[src/rtl/jsu_pkg.sv]
// shared types and constants of the json string unescaper
package jsu_pkg;

	localparam logic [1:0] KIND_CP   = 2'd0;
	localparam logic [1:0] KIND_DONE = 2'd1;
	localparam logic [1:0] KIND_ERR  = 2'd2;

	localparam logic [2:0] ERR_CTRL    = 3'd0;
	localparam logic [2:0] ERR_ESCAPE  = 3'd1;
	localparam logic [2:0] ERR_UNICODE = 3'd2;
	localparam logic [2:0] ERR_UNTERM  = 3'd3;
	localparam logic [2:0] ERR_UTF8    = 3'd4;

	localparam logic [7:0] CH_QUOTE = 8'h22;
	localparam logic [7:0] CH_BSL   = 8'h5C;
	localparam logic [7:0] CH_SLASH = 8'h2F;
	localparam logic [7:0] CH_B     = 8'h62;
	localparam logic [7:0] CH_F     = 8'h66;
	localparam logic [7:0] CH_N     = 8'h6E;
	localparam logic [7:0] CH_R     = 8'h72;
	localparam logic [7:0] CH_T     = 8'h74;
	localparam logic [7:0] CH_U     = 8'h75;
	localparam logic [7:0] CH_SPACE = 8'h20;

	localparam logic [15:0] SURR_HI_MIN = 16'hD800;
	localparam logic [15:0] SURR_HI_MAX = 16'hDBFF;
	localparam logic [15:0] SURR_LO_MIN = 16'hDC00;
	localparam logic [15:0] SURR_LO_MAX = 16'hDFFF;
	localparam logic [20:0] SUPP_BASE   = 21'h10000;
	localparam logic [20:0] CP_MAX      = 21'h10FFFF;

	localparam int OQ_DEPTH = 4;
	localparam int OQ_AW    = $clog2(OQ_DEPTH);

	typedef enum logic [3:0] {
		MODE_PLAIN    = 4'd0,
		MODE_ESC      = 4'd1,
		MODE_HEX1     = 4'd2,
		MODE_HEX2     = 4'd3,
		MODE_HEX3     = 4'd4,
		MODE_HEX4     = 4'd5,
		MODE_HELD     = 4'd6,
		MODE_HELD_ESC = 4'd7,
		MODE_LOW1     = 4'd8,
		MODE_LOW2     = 4'd9,
		MODE_LOW3     = 4'd10,
		MODE_LOW4     = 4'd11
	} mode_t;

	typedef struct packed {
		mode_t       parse_mode;
		logic [15:0] hex_value;
		logic [15:0] held_high;
		logic [15:0] low_value;
		logic [20:0] utf8_value;
		logic [1:0]  utf8_left;
		logic [7:0]  utf8_lead;
	} state_t;

	localparam state_t STATE_RESET = '{
		parse_mode: MODE_PLAIN,
		hex_value:  16'h0,
		held_high:  16'h0,
		low_value:  16'h0,
		utf8_value: 21'h0,
		utf8_left:  2'd0,
		utf8_lead:  8'h0
	};

	typedef struct packed {
		logic [1:0]  kind;
		logic [20:0] code_point;
		logic [2:0]  error_code;
		logic        last;
	} result_t;

	typedef struct packed {
		logic [1:0] count;
		result_t    r0;
		result_t    r1;
	} push_t;

endpackage

[src/rtl/jsu_decode.sv]
// next-state and result logic for one string byte or end marker
module jsu_decode (
	input  jsu_pkg::state_t st,
	input  logic [7:0]      data_byte,
	input  logic            end_marker,
	output jsu_pkg::state_t nx,
	output jsu_pkg::push_t  res
);

	logic        rel;
	logic        m_v;
	logic [1:0]  m_kind;
	logic [20:0] m_cp;
	logic [2:0]  m_err;
	logic        fail;
	logic        clr;
	logic        pb;
	logic        eb;
	logic        finish;
	logic [15:0] fin_val;
	logic [7:0]  lc;
	logic        dig_ok;
	logic [3:0]  dig;
	logic [15:0] hex_next;
	logic [15:0] low_next;
	logic [7:0]  lo;
	logic [7:0]  hi;
	jsu_pkg::result_t held_r;
	jsu_pkg::result_t main_r;

	always_comb begin
		lc = data_byte | jsu_pkg::CH_SPACE;
		if (data_byte >= 8'h30 && data_byte <= 8'h39) begin
			dig_ok = 1'b1;
			dig = data_byte[3:0];
		end else if (lc >= 8'h61 && lc <= 8'h66) begin
			dig_ok = 1'b1;
			dig = 4'(lc[3:0] + 4'd9);
		end else begin
			dig_ok = 1'b0;
			dig = 4'd0;
		end
		hex_next = {st.hex_value[11:0], dig};
		low_next = {st.low_value[11:0], dig};
	end

	always_comb begin
		nx = st;
		rel = 1'b0;
		m_v = 1'b0;
		m_kind = jsu_pkg::KIND_CP;
		m_cp = 21'h0;
		m_err = jsu_pkg::ERR_CTRL;
		fail = 1'b0;
		clr = 1'b0;
		pb = 1'b0;
		eb = 1'b0;
		finish = 1'b0;
		fin_val = 16'h0;
		lo = 8'h80;
		hi = 8'hBF;

		if (end_marker) begin
			fail = 1'b1;
			case (st.parse_mode)
				jsu_pkg::MODE_HEX1, jsu_pkg::MODE_HEX2,
				jsu_pkg::MODE_HEX3, jsu_pkg::MODE_HEX4: begin
					m_err = jsu_pkg::ERR_UNICODE;
				end
				jsu_pkg::MODE_HELD, jsu_pkg::MODE_HELD_ESC: begin
					rel = 1'b1;
					m_err = jsu_pkg::ERR_UNTERM;
				end
				jsu_pkg::MODE_LOW1, jsu_pkg::MODE_LOW2,
				jsu_pkg::MODE_LOW3, jsu_pkg::MODE_LOW4: begin
					rel = 1'b1;
					m_err = jsu_pkg::ERR_UNICODE;
				end
				default: begin
					m_err = jsu_pkg::ERR_UNTERM;
				end
			endcase
		end else begin
			case (st.parse_mode)
				jsu_pkg::MODE_PLAIN: begin
					pb = 1'b1;
				end
				jsu_pkg::MODE_ESC: begin
					eb = 1'b1;
				end
				jsu_pkg::MODE_HEX1, jsu_pkg::MODE_HEX2, jsu_pkg::MODE_HEX3: begin
					if (!dig_ok) begin
						fail = 1'b1;
						m_err = jsu_pkg::ERR_UNICODE;
					end else begin
						nx.hex_value = hex_next;
						nx.parse_mode = jsu_pkg::mode_t'(st.parse_mode + 4'd1);
					end
				end
				jsu_pkg::MODE_HEX4: begin
					if (!dig_ok) begin
						fail = 1'b1;
						m_err = jsu_pkg::ERR_UNICODE;
					end else begin
						nx.hex_value = hex_next;
						finish = 1'b1;
						fin_val = hex_next;
					end
				end
				jsu_pkg::MODE_HELD: begin
					if (data_byte == jsu_pkg::CH_BSL) begin
						nx.parse_mode = jsu_pkg::MODE_HELD_ESC;
					end else begin
						rel = 1'b1;
						pb = 1'b1;
					end
				end
				jsu_pkg::MODE_HELD_ESC: begin
					if (data_byte == jsu_pkg::CH_U) begin
						nx.parse_mode = jsu_pkg::MODE_LOW1;
						nx.low_value = 16'h0;
					end else begin
						rel = 1'b1;
						eb = 1'b1;
					end
				end
				jsu_pkg::MODE_LOW1, jsu_pkg::MODE_LOW2, jsu_pkg::MODE_LOW3: begin
					if (!dig_ok) begin
						rel = 1'b1;
						fail = 1'b1;
						m_err = jsu_pkg::ERR_UNICODE;
					end else begin
						nx.low_value = low_next;
						nx.parse_mode = jsu_pkg::mode_t'(st.parse_mode + 4'd1);
					end
				end
				jsu_pkg::MODE_LOW4: begin
					if (!dig_ok) begin
						rel = 1'b1;
						fail = 1'b1;
						m_err = jsu_pkg::ERR_UNICODE;
					end else begin
						nx.low_value = low_next;
						if (low_next >= jsu_pkg::SURR_LO_MIN && low_next <= jsu_pkg::SURR_LO_MAX) begin
							m_v = 1'b1;
							m_cp = jsu_pkg::SUPP_BASE
								+ 21'({st.held_high[9:0], low_next[9:0]});
							nx.held_high = 16'h0;
							nx.parse_mode = jsu_pkg::MODE_PLAIN;
						end else begin
							rel = 1'b1;
							finish = 1'b1;
							fin_val = low_next;
						end
					end
				end
				default: begin
					nx = jsu_pkg::STATE_RESET;
					pb = 1'b1;
				end
			endcase
		end

		if (rel) begin
			nx.held_high = 16'h0;
			nx.parse_mode = jsu_pkg::MODE_PLAIN;
		end

		if (pb) begin
			if (nx.utf8_left != 2'd0) begin
				case (nx.utf8_lead)
					8'hE0: lo = 8'hA0;
					8'hED: hi = 8'h9F;
					8'hF0: lo = 8'h90;
					8'hF4: hi = 8'h8F;
					default: begin
						lo = 8'h80;
						hi = 8'hBF;
					end
				endcase
				if (data_byte < jsu_pkg::CH_SPACE) begin
					fail = 1'b1;
					m_err = jsu_pkg::ERR_CTRL;
				end else if (data_byte < lo || data_byte > hi) begin
					fail = 1'b1;
					m_err = jsu_pkg::ERR_UTF8;
				end else begin
					nx.utf8_value = {nx.utf8_value[14:0], data_byte[5:0]};
					nx.utf8_lead = 8'h0;
					nx.utf8_left = nx.utf8_left - 2'd1;
					if (nx.utf8_left == 2'd0) begin
						m_v = 1'b1;
						m_cp = nx.utf8_value;
						nx.utf8_value = 21'h0;
					end
				end
			end else if (data_byte == jsu_pkg::CH_QUOTE) begin
				m_v = 1'b1;
				m_kind = jsu_pkg::KIND_DONE;
				clr = 1'b1;
			end else if (data_byte == jsu_pkg::CH_BSL) begin
				nx.parse_mode = jsu_pkg::MODE_ESC;
			end else if (data_byte < jsu_pkg::CH_SPACE) begin
				fail = 1'b1;
				m_err = jsu_pkg::ERR_CTRL;
			end else if (data_byte < 8'h80) begin
				m_v = 1'b1;
				m_cp = 21'(data_byte);
			end else if (data_byte >= 8'hC2 && data_byte <= 8'hDF) begin
				nx.utf8_left = 2'd1;
				nx.utf8_value = 21'(data_byte[4:0]);
				nx.utf8_lead = data_byte;
			end else if (data_byte >= 8'hE0 && data_byte <= 8'hEF) begin
				nx.utf8_left = 2'd2;
				nx.utf8_value = 21'(data_byte[3:0]);
				nx.utf8_lead = data_byte;
			end else if (data_byte >= 8'hF0 && data_byte <= 8'hF4) begin
				nx.utf8_left = 2'd3;
				nx.utf8_value = 21'(data_byte[2:0]);
				nx.utf8_lead = data_byte;
			end else begin
				fail = 1'b1;
				m_err = jsu_pkg::ERR_UTF8;
			end
		end

		if (eb) begin
			m_v = 1'b1;
			nx.parse_mode = jsu_pkg::MODE_PLAIN;
			case (data_byte)
				jsu_pkg::CH_QUOTE: m_cp = 21'h22;
				jsu_pkg::CH_BSL:   m_cp = 21'h5C;
				jsu_pkg::CH_SLASH: m_cp = 21'h2F;
				jsu_pkg::CH_B:     m_cp = 21'h08;
				jsu_pkg::CH_F:     m_cp = 21'h0C;
				jsu_pkg::CH_N:     m_cp = 21'h0A;
				jsu_pkg::CH_R:     m_cp = 21'h0D;
				jsu_pkg::CH_T:     m_cp = 21'h09;
				jsu_pkg::CH_U: begin
					m_v = 1'b0;
					nx.parse_mode = jsu_pkg::MODE_HEX1;
					nx.hex_value = 16'h0;
				end
				default: begin
					m_v = 1'b0;
					fail = 1'b1;
					m_err = jsu_pkg::ERR_ESCAPE;
				end
			endcase
		end

		if (finish) begin
			if (fin_val >= jsu_pkg::SURR_HI_MIN && fin_val <= jsu_pkg::SURR_HI_MAX) begin
				nx.held_high = fin_val;
				nx.parse_mode = jsu_pkg::MODE_HELD;
			end else begin
				m_v = 1'b1;
				m_cp = 21'(fin_val);
				nx.parse_mode = jsu_pkg::MODE_PLAIN;
			end
		end

		if (fail) begin
			m_v = 1'b1;
			m_kind = jsu_pkg::KIND_ERR;
			m_cp = 21'h0;
			clr = 1'b1;
		end else begin
			m_err = jsu_pkg::ERR_CTRL;
		end

		if (clr) begin
			nx = jsu_pkg::STATE_RESET;
		end
	end

	always_comb begin
		held_r.kind = jsu_pkg::KIND_CP;
		held_r.code_point = 21'(st.held_high);
		held_r.error_code = jsu_pkg::ERR_CTRL;
		held_r.last = !m_v;
		main_r.kind = m_kind;
		main_r.code_point = m_cp;
		main_r.error_code = m_err;
		main_r.last = 1'b1;
		res.count = 2'({1'b0, rel} + {1'b0, m_v});
		res.r0 = rel ? held_r : main_r;
		res.r1 = main_r;
	end

endmodule

[src/rtl/jsu_outq.sv]
// result queue that takes up to two results per cycle and hands out one
module jsu_outq (
	input  logic             clk,
	input  logic             arst_n,
	input  jsu_pkg::push_t   push,
	output logic             room,
	output logic             out_valid,
	input  logic             out_ready,
	output jsu_pkg::result_t out_res
);

	localparam int CW = jsu_pkg::OQ_AW + 1;

	jsu_pkg::result_t          mem_q [jsu_pkg::OQ_DEPTH];
	logic [jsu_pkg::OQ_AW-1:0] wp_q;
	logic [jsu_pkg::OQ_AW-1:0] rp_q;
	logic [CW-1:0]             cnt_q;
	logic                      pop;

	assign pop = out_valid && out_ready;
	assign out_valid = cnt_q != '0;
	assign out_res = mem_q[rp_q];
	assign room = cnt_q <= CW'(jsu_pkg::OQ_DEPTH - 2);

	always_ff @(posedge clk) begin
		if (push.count != 2'd0) begin
			mem_q[wp_q] <= push.r0;
		end
		if (push.count == 2'd2) begin
			mem_q[jsu_pkg::OQ_AW'(wp_q + 1'b1)] <= push.r1;
		end
	end

	always_ff @(posedge clk or negedge arst_n) begin
		if (!arst_n) begin
			wp_q <= '0;
			rp_q <= '0;
			cnt_q <= '0;
		end else begin
			wp_q <= jsu_pkg::OQ_AW'(wp_q + jsu_pkg::OQ_AW'(push.count));
			rp_q <= jsu_pkg::OQ_AW'(rp_q + jsu_pkg::OQ_AW'(pop));
			cnt_q <= CW'(cnt_q + CW'(push.count) - CW'(pop));
		end
	end

endmodule

[src/rtl/json_string_unescaper.sv]
// top level of the json string unescaper
// Decodes the body of a JSON string, one byte per request after the opening
// quote, into Unicode code points (strict UTF-8 for raw bytes, the standard
// backslash escapes and \uXXXX with surrogate pairing). A closing quote gives a
// done result, a malformed or cut-off string an error result, and the next
// request then starts a new string. Each byte passes an input register, one
// level of decode logic and a four-entry result queue: a byte is taken every
// cycle while the queue has room. Most bytes give at most one result; a held
// high surrogate that is released adds one, and since the queue hands out one
// result per cycle, such extra results and output back-pressure can stall the
// input.
module json_string_unescaper (
	input  logic        clk,
	input  logic        arst_n,
	input  logic        s_tvalid,
	output logic        s_tready,
	input  logic [7:0]  s_tdata,  // [7:0] data_byte
	input  logic        s_tuser,  // [0] end_marker
	output logic        m_tvalid,
	input  logic        m_tready,
	output logic [23:0] m_tdata,  // [20:0] code_point, [23:21] error_code
	output logic [1:0]  m_tuser,  // [1:0] kind
	output logic        m_tlast
);

	logic             vld_s1;
	logic [7:0]       byte_s1;
	logic             end_s1;
	jsu_pkg::state_t  st_q;
	jsu_pkg::state_t  nx;
	jsu_pkg::push_t   dec_res;
	jsu_pkg::push_t   push;
	logic             room;
	logic             proc;
	logic             take;
	jsu_pkg::result_t head;

	assign proc = vld_s1 && room;
	assign s_tready = !vld_s1 || proc;
	assign take = s_tvalid && s_tready;

	always_ff @(posedge clk) begin
		if (take) begin
			byte_s1 <= s_tdata;
			end_s1 <= s_tuser;
		end
	end

	always_ff @(posedge clk or negedge arst_n) begin
		if (!arst_n) begin
			vld_s1 <= 1'b0;
			st_q <= jsu_pkg::STATE_RESET;
		end else begin
			if (take) begin
				vld_s1 <= 1'b1;
			end else if (proc) begin
				vld_s1 <= 1'b0;
			end
			if (proc) begin
				st_q <= nx;
			end
		end
	end

	jsu_decode u_decode (
		.st         (st_q),
		.data_byte  (byte_s1),
		.end_marker (end_s1),
		.nx         (nx),
		.res        (dec_res)
	);

	always_comb begin
		push = dec_res;
		if (!proc) begin
			push.count = 2'd0;
		end
	end

	jsu_outq u_outq (
		.clk       (clk),
		.arst_n    (arst_n),
		.push      (push),
		.room      (room),
		.out_valid (m_tvalid),
		.out_ready (m_tready),
		.out_res   (head)
	);

	assign m_tdata = {head.error_code, head.code_point};
	assign m_tuser = head.kind;
	assign m_tlast = head.last;

endmodule

[config.mk]
export PLATFORM = sky130hd
export DESIGN_NAME = json_string_unescaper
export DESIGN_NICKNAME = d
export VERILOG_FILES = /design/src/rtl/jsu_pkg.sv /design/src/rtl/jsu_decode.sv /design/src/rtl/jsu_outq.sv /design/src/rtl/json_string_unescaper.sv
export SDC_FILE = /design/constraint.sdc
export NUM_CORES = 1
export LEC_CHECK = 0
export BUFFER_PORTS_ARGS = -buffer_cell sky130_fd_sc_hd__buf_4
export CORE_AREA = 2 2 212 172
export DETAILED_ROUTE_END_ITERATION = 6
export DIE_AREA = 0 0 214 174
export SKIP_CTS_REPAIR_TIMING = 1
export SLEW_MARGIN = 40
export SYNTH_ARGS = -nofsm -noshare
export SYNTH_HDL_FRONTEND = slang
export SYNTH_HIERARCHICAL = 1
export SYNTH_SLANG_ARGS = --single-unit
[constraint.sdc]
create_clock -name clk -period 7.8 [get_ports clk]
set_input_delay 1.17 -clock clk [delete_from_list [all_inputs] [get_ports clk]]
set_output_delay 1.17 -clock clk [all_outputs]
set_load 0.03 [all_outputs]
# --- Yosys cells after proc, flatten, opt, wreduce, memory -nomap -nowiden ---
# Memories as Yosys holds them, arrays and structs flattened.
# Cells that the tools add are included.
word_totals:
  wordCells: 264
  memories: 1
  ramBits: 108
  register_bits: 96
  in_bits: 13
mem_list:
  columns: ["memory", "words", "word_bits", "rd", "rd_clocked_by_memory_dff", "write_ports", "line", "source"]
  rows:
  - ["u_outq.mem_q", 4, 27, 1, 0, 2, "jsu_outq.sv:14", "jsu_pkg::result_t mem_q [jsu_pkg::OQ_DEPTH];"]
classes:
  reduce_logical: 33
  n_lt_le_gt_ge: 19
  muxes: 158
  n_eq_ne: 30
  add_sub_neg: 10
ops:
  columns: ["operator", "n"]
  rows:
  - ["21-bit 2-to-1 mux", 18]
  - ["31-bit 2-to-1 mux", 12]
  - ["16-bit 2-to-1 mux", 11]
  - ["21-bit case mux with 8 select lines", 1]
  - ["83-bit 2-to-1 mux", 2]
  - ["16-bit case mux with 2 select lines", 2]
  - ["16-bit case mux with 4 select lines", 1]
  - ["1-bit 2-to-1 mux", 59]
  - ["8-bit by 7-bit equality test with 1-bit output, second input constant", 7]
  - ["4-bit 2-to-1 mux", 13]
  - ["3-bit 2-to-1 mux", 17]
  - ["16-bit case mux with 3 select lines", 1]
  - ["20-bit 2-to-1 mux", 2]
  - ["8-bit equality test, second input constant", 4]
  - ["16-bit >= comparator, second input constant", 2]
  - ["16-bit <= comparator, second input constant", 2]
  - ["32-bit 2-to-1 mux", 1]
  - ["8-bit 2-to-1 mux", 4]
  - ["27-bit 2-to-1 mux", 1]
  - ["8-bit >= comparator, second input constant", 3]
  - ["8-bit <= comparator, second input constant", 3]
  - ["4-bit case mux with 6 select lines", 1]
  - ["6-bit case mux with 2 select lines", 2]
  - ["8-bit OR reduction", 3]
  - ["other kinds (46)", 78]

# --- Logic depth before layout (Yosys ltp) ---
depth:
  word_depth: 29
  ltp_mapped: 22
  ltp_nobuf: 19

# --- By module ---
# The synthesis kept the hierarchy.
by_module_without_submodules:
  columns: ["module", "area_each_um2", "cells_each", "n_inst"]
  rows:
  - ["jsu_outq", 5667.9, 306, 1]
  - ["jsu_decode", 4139.0, 707, 1]
  - ["json_string_unescaper", 3699.8, 191, 1]

# --- Least setup slack after synthesis ---
# OpenSTA, ideal clock, no wires.
synth_path:
  path_type: "flip-flop to flip-flop"
  start: "register end_s1"
  end: "memory u_outq/mem_q[2][0] (netlist name) (enable)"
  arrival_time_ns: 5.301
  setup_slack_ns: 2.079
  n_path_buf: 3
  setup_ns: 0.420
  stages_incl_launch_ff: 18
  required_time_ns: 7.380
  path_cell_list: "edfxtp_1 buf_2 nand3b_1 clkbuf_1 nand2_1 nor4_1 ha_1 nand2_1 a32o_1 o211ai_2 o2111ai_2 nand4_2 o21bai_1 ha_1 and3_1 buf_2 or3b_2 a21oi_1"
synth_lines:
  columns: ["element", "line", "source"]
  rows:
  - ["start, declared", "json_string_unescaper.sv:28", "logic end_s1;"]
  - ["start signal, assigned", "json_string_unescaper.sv:45", "end_s1 <= s_tuser;"]
  - ["end, declared", "jsu_outq.sv:14", null]

==> results.md <==
* Ant diodes at 0
* Outcome: finished with violations
* Die H at 174 microns
* Crit-path max FO at 19
* Grt ovf at 0
* Cell family with most CP delay: simple AND/OR/NAND/NOR gates
* Syn Inst Count at 1141
* Initial antenna violation count at 0
* Crit path cell chain: nand3b_1 > nand4_1 > or3_1 > ha_1 > nor4b_1 > o211ai_1 > o211ai_4 > o2111ai_2 > nand4_2 > o21bai_1 > ha_1 > and3_1 > or3b_2 > a21oi_4 > buf_6 > buf_8
* Worst slew pin tran at 0.900 ns
* Clk_skew at 0.00925 ns
* CTS Buffer Depth at 2
* Cell Pwr Density at 321 nW/um^2
* Worst-Skew Late Latency at 0.44 ns
* Number of synthesis warnings at 6
* Clock sinks at 194
* Fmax achieved at 170 MHz
* Worst path buffer plus inverter count at 2
* Horiz. Die Dim at 214 microns
* Full die area at 37200 sq um
* GRT Overall Usage at 19.2%
* Initial Util at 36.2%
* Vias post-DR at 9528
* Num CTS Buffers at 17
* Crit-path slowest cell: edfxtp_1
* Layout area overhead at 9.84%
* Hold Slack at 0.499 ns
* Drt first pass iters at 7
* WL/cell at 21.8 microns
* Critical Path End Type: flop
* GPL Wtd Cong at 0.925
* Required time of the critical path at 7.95 ns
* Final net count at 1170
* Max rail drop VDD at 168 uV
* Final Critical Period at 5.87 ns
* First-pass GRT wire length at 55.6 mm
* P_leak at 5.25 nW
* RSZ-0062 raised after global routing: no
* Cell Rows at 62
* Final setup viols at 0
* Slowest cell delay on critical path at 0.74 ns
* Vias/cell at 5.85
* Worst relative slew slack at 40.0%
* Clk pin slew, worst setup/hold paths at 0.07 ns
* Arr. time, crit path at 6.03 ns
* Max_cap viols at 0
* Syn avg cell area at 11.2 sq um
* Post-Syn Nets at 1174
* Top Ports at 42
* Final number of max-transition violations at 0
* Drt drc at 3
* Vias in the first global route at 9259
* Hold Crit Class: reg -> reg
* DRT iter0 DRCs at 970
* DP HPWL at 24.5 mm
* H-tree depth at 4
* Final cycle utilization of the critical path at 75.3%
* Clock tree from TritonCTS: done
* Core area at 35300 sq um
* Largest net degree at the start of global routing at 55
* Setup TNS at 0 ns
* Crit path top cell by count: ha_1
* Critical Path Start Type: flop
* Layout cells sized above 1 at 29.1%
* Clock Root Buffer: clkbuf_16
* Final hold viol count at 0
* Area of the mapped netlist at 12800 sq um
* PortBufs at 41
* Total wire length at 35.6 mm
* Violated checks: design-rule violations
* ANT nets after route at 0
* CP Class: reg -> reg
## state kept, by name (all words and copies together) (netlist names)
| signal | count |
|---|---|
| byte_s1 | 8 |
| end_s1 | 1 |
| st_q | 69 |
| u_outq/cnt_q | 3 |
| u_outq/mem_q | 108 |
| u_outq/rp_q | 2 |
| u_outq/wp_q | 2 |
| vld_s1 | 1 |
## worst reg2reg max path, cell delays in order (launching register included)
cell       delay [ns]
edfxtp_1         0.74
nand3b_1         0.30
nand4_1          0.27
or3_1            0.42
ha_1             0.21
nor4b_1          0.27
o211ai_1         0.19
o211ai_4         0.48
o2111ai_2        0.36
nand4_2          0.33
o21bai_1         0.18
ha_1             0.27
and3_1           0.28
or3b_2           0.55
a21oi_4          0.36
buf_6            0.21
buf_8            0.17
## worst paths after layout
check,to,startpoint,slack [ns],depth (start not counted)
hold / removal,st_q[9],st_q[9],0.50,1
setup / recovery,u_outq/mem_q[2][16],end_s1,1.93,16
hold reg to reg,st_q[9],st_q[9],0.50,1
max in group asynchronous,u_outq/rp_q[1],arst_n,6.29,3
setup reg to reg,u_outq/mem_q[2][16],end_s1,1.93,16
min in group asynchronous,st_q[74],arst_n,0.62,1
## metrics by stage
stage	power, mW	utilization [%]	area, sq um	std cells	setup WS, ns
after floorplan	3.07	-	12800	1141	2.10
after global placement	3.63	37.9	13400	1593	1.93
after detailed placement	3.66	38.1	13400	1597	1.82
after CTS	4.50	39.6	14000	1629	1.84
after global routing	4.73	39.7	14000	1630	1.46
final	4.49	39.7	14000	1630	1.93
## cells in the final DEF (no fill, tap or decap), types with 4 or more instances in the layout
master,instances
ha_1,19
a222oi_1,6
edfxtp_1,117
nor4_1,5
and2_1,15
mux2_2,121
nand3_1,23
o21ai_0,41
mux2_4,59
nand4_1,7
nor2_1,113
nand2b_1,9
clkbuf_1,4
nor3b_1,4
o31ai_1,10
inv_1,21
nand2_1,62
mux4_2,27
dfrtp_1,75
nand3b_1,7
o22ai_1,6
buf_4,60
a22o_1,14
o21ai_1,6
nand4b_1,4
o211ai_1,9
xnor2_1,7
or3_1,9
o21a_1,9
nor2b_1,9
a21oi_1,55
a31oi_1,15
a211oi_1,5
and3_1,6
a22oi_1,41
nor3_1,27
clkbuf_16,17
## routing by layer
metal / track usage (%) / routed length, microns / vias up
met1: 27.5 / 16700 / 4812
met3: 4.88 / 2420 / 42
met4: 4.72 / 636 / 2
li1: - / - / 4350
met5: 1.79 / 87 / -
met2: 28.8 / 15800 / 322
## power breakdown
| group | internal (mW) | leakage (nW) | switching (mW) |
|---|---|---|---|
| Clock | 0.422 | 0.262 | 0.404 |
| Combinational | 0.809 | 2.86 | 1.28 |
| Sequential | 1.36 | 2.14 | 0.219 |
## cell type report
class / count / area (sq um)
Tap cell: 480 / 601
Inverter: 22 / 82.6
Sequential cell: 194 / 5440
Multi-Input combinational cell: 836 / 6820
Clock inverter: 10 / 78.8
Fill cell: 3378 / 21300
Timing Repair Buffer: 66 / 534
Clock buffer: 22 / 454
No activity file was read; power rests on OpenSTA's default activity.
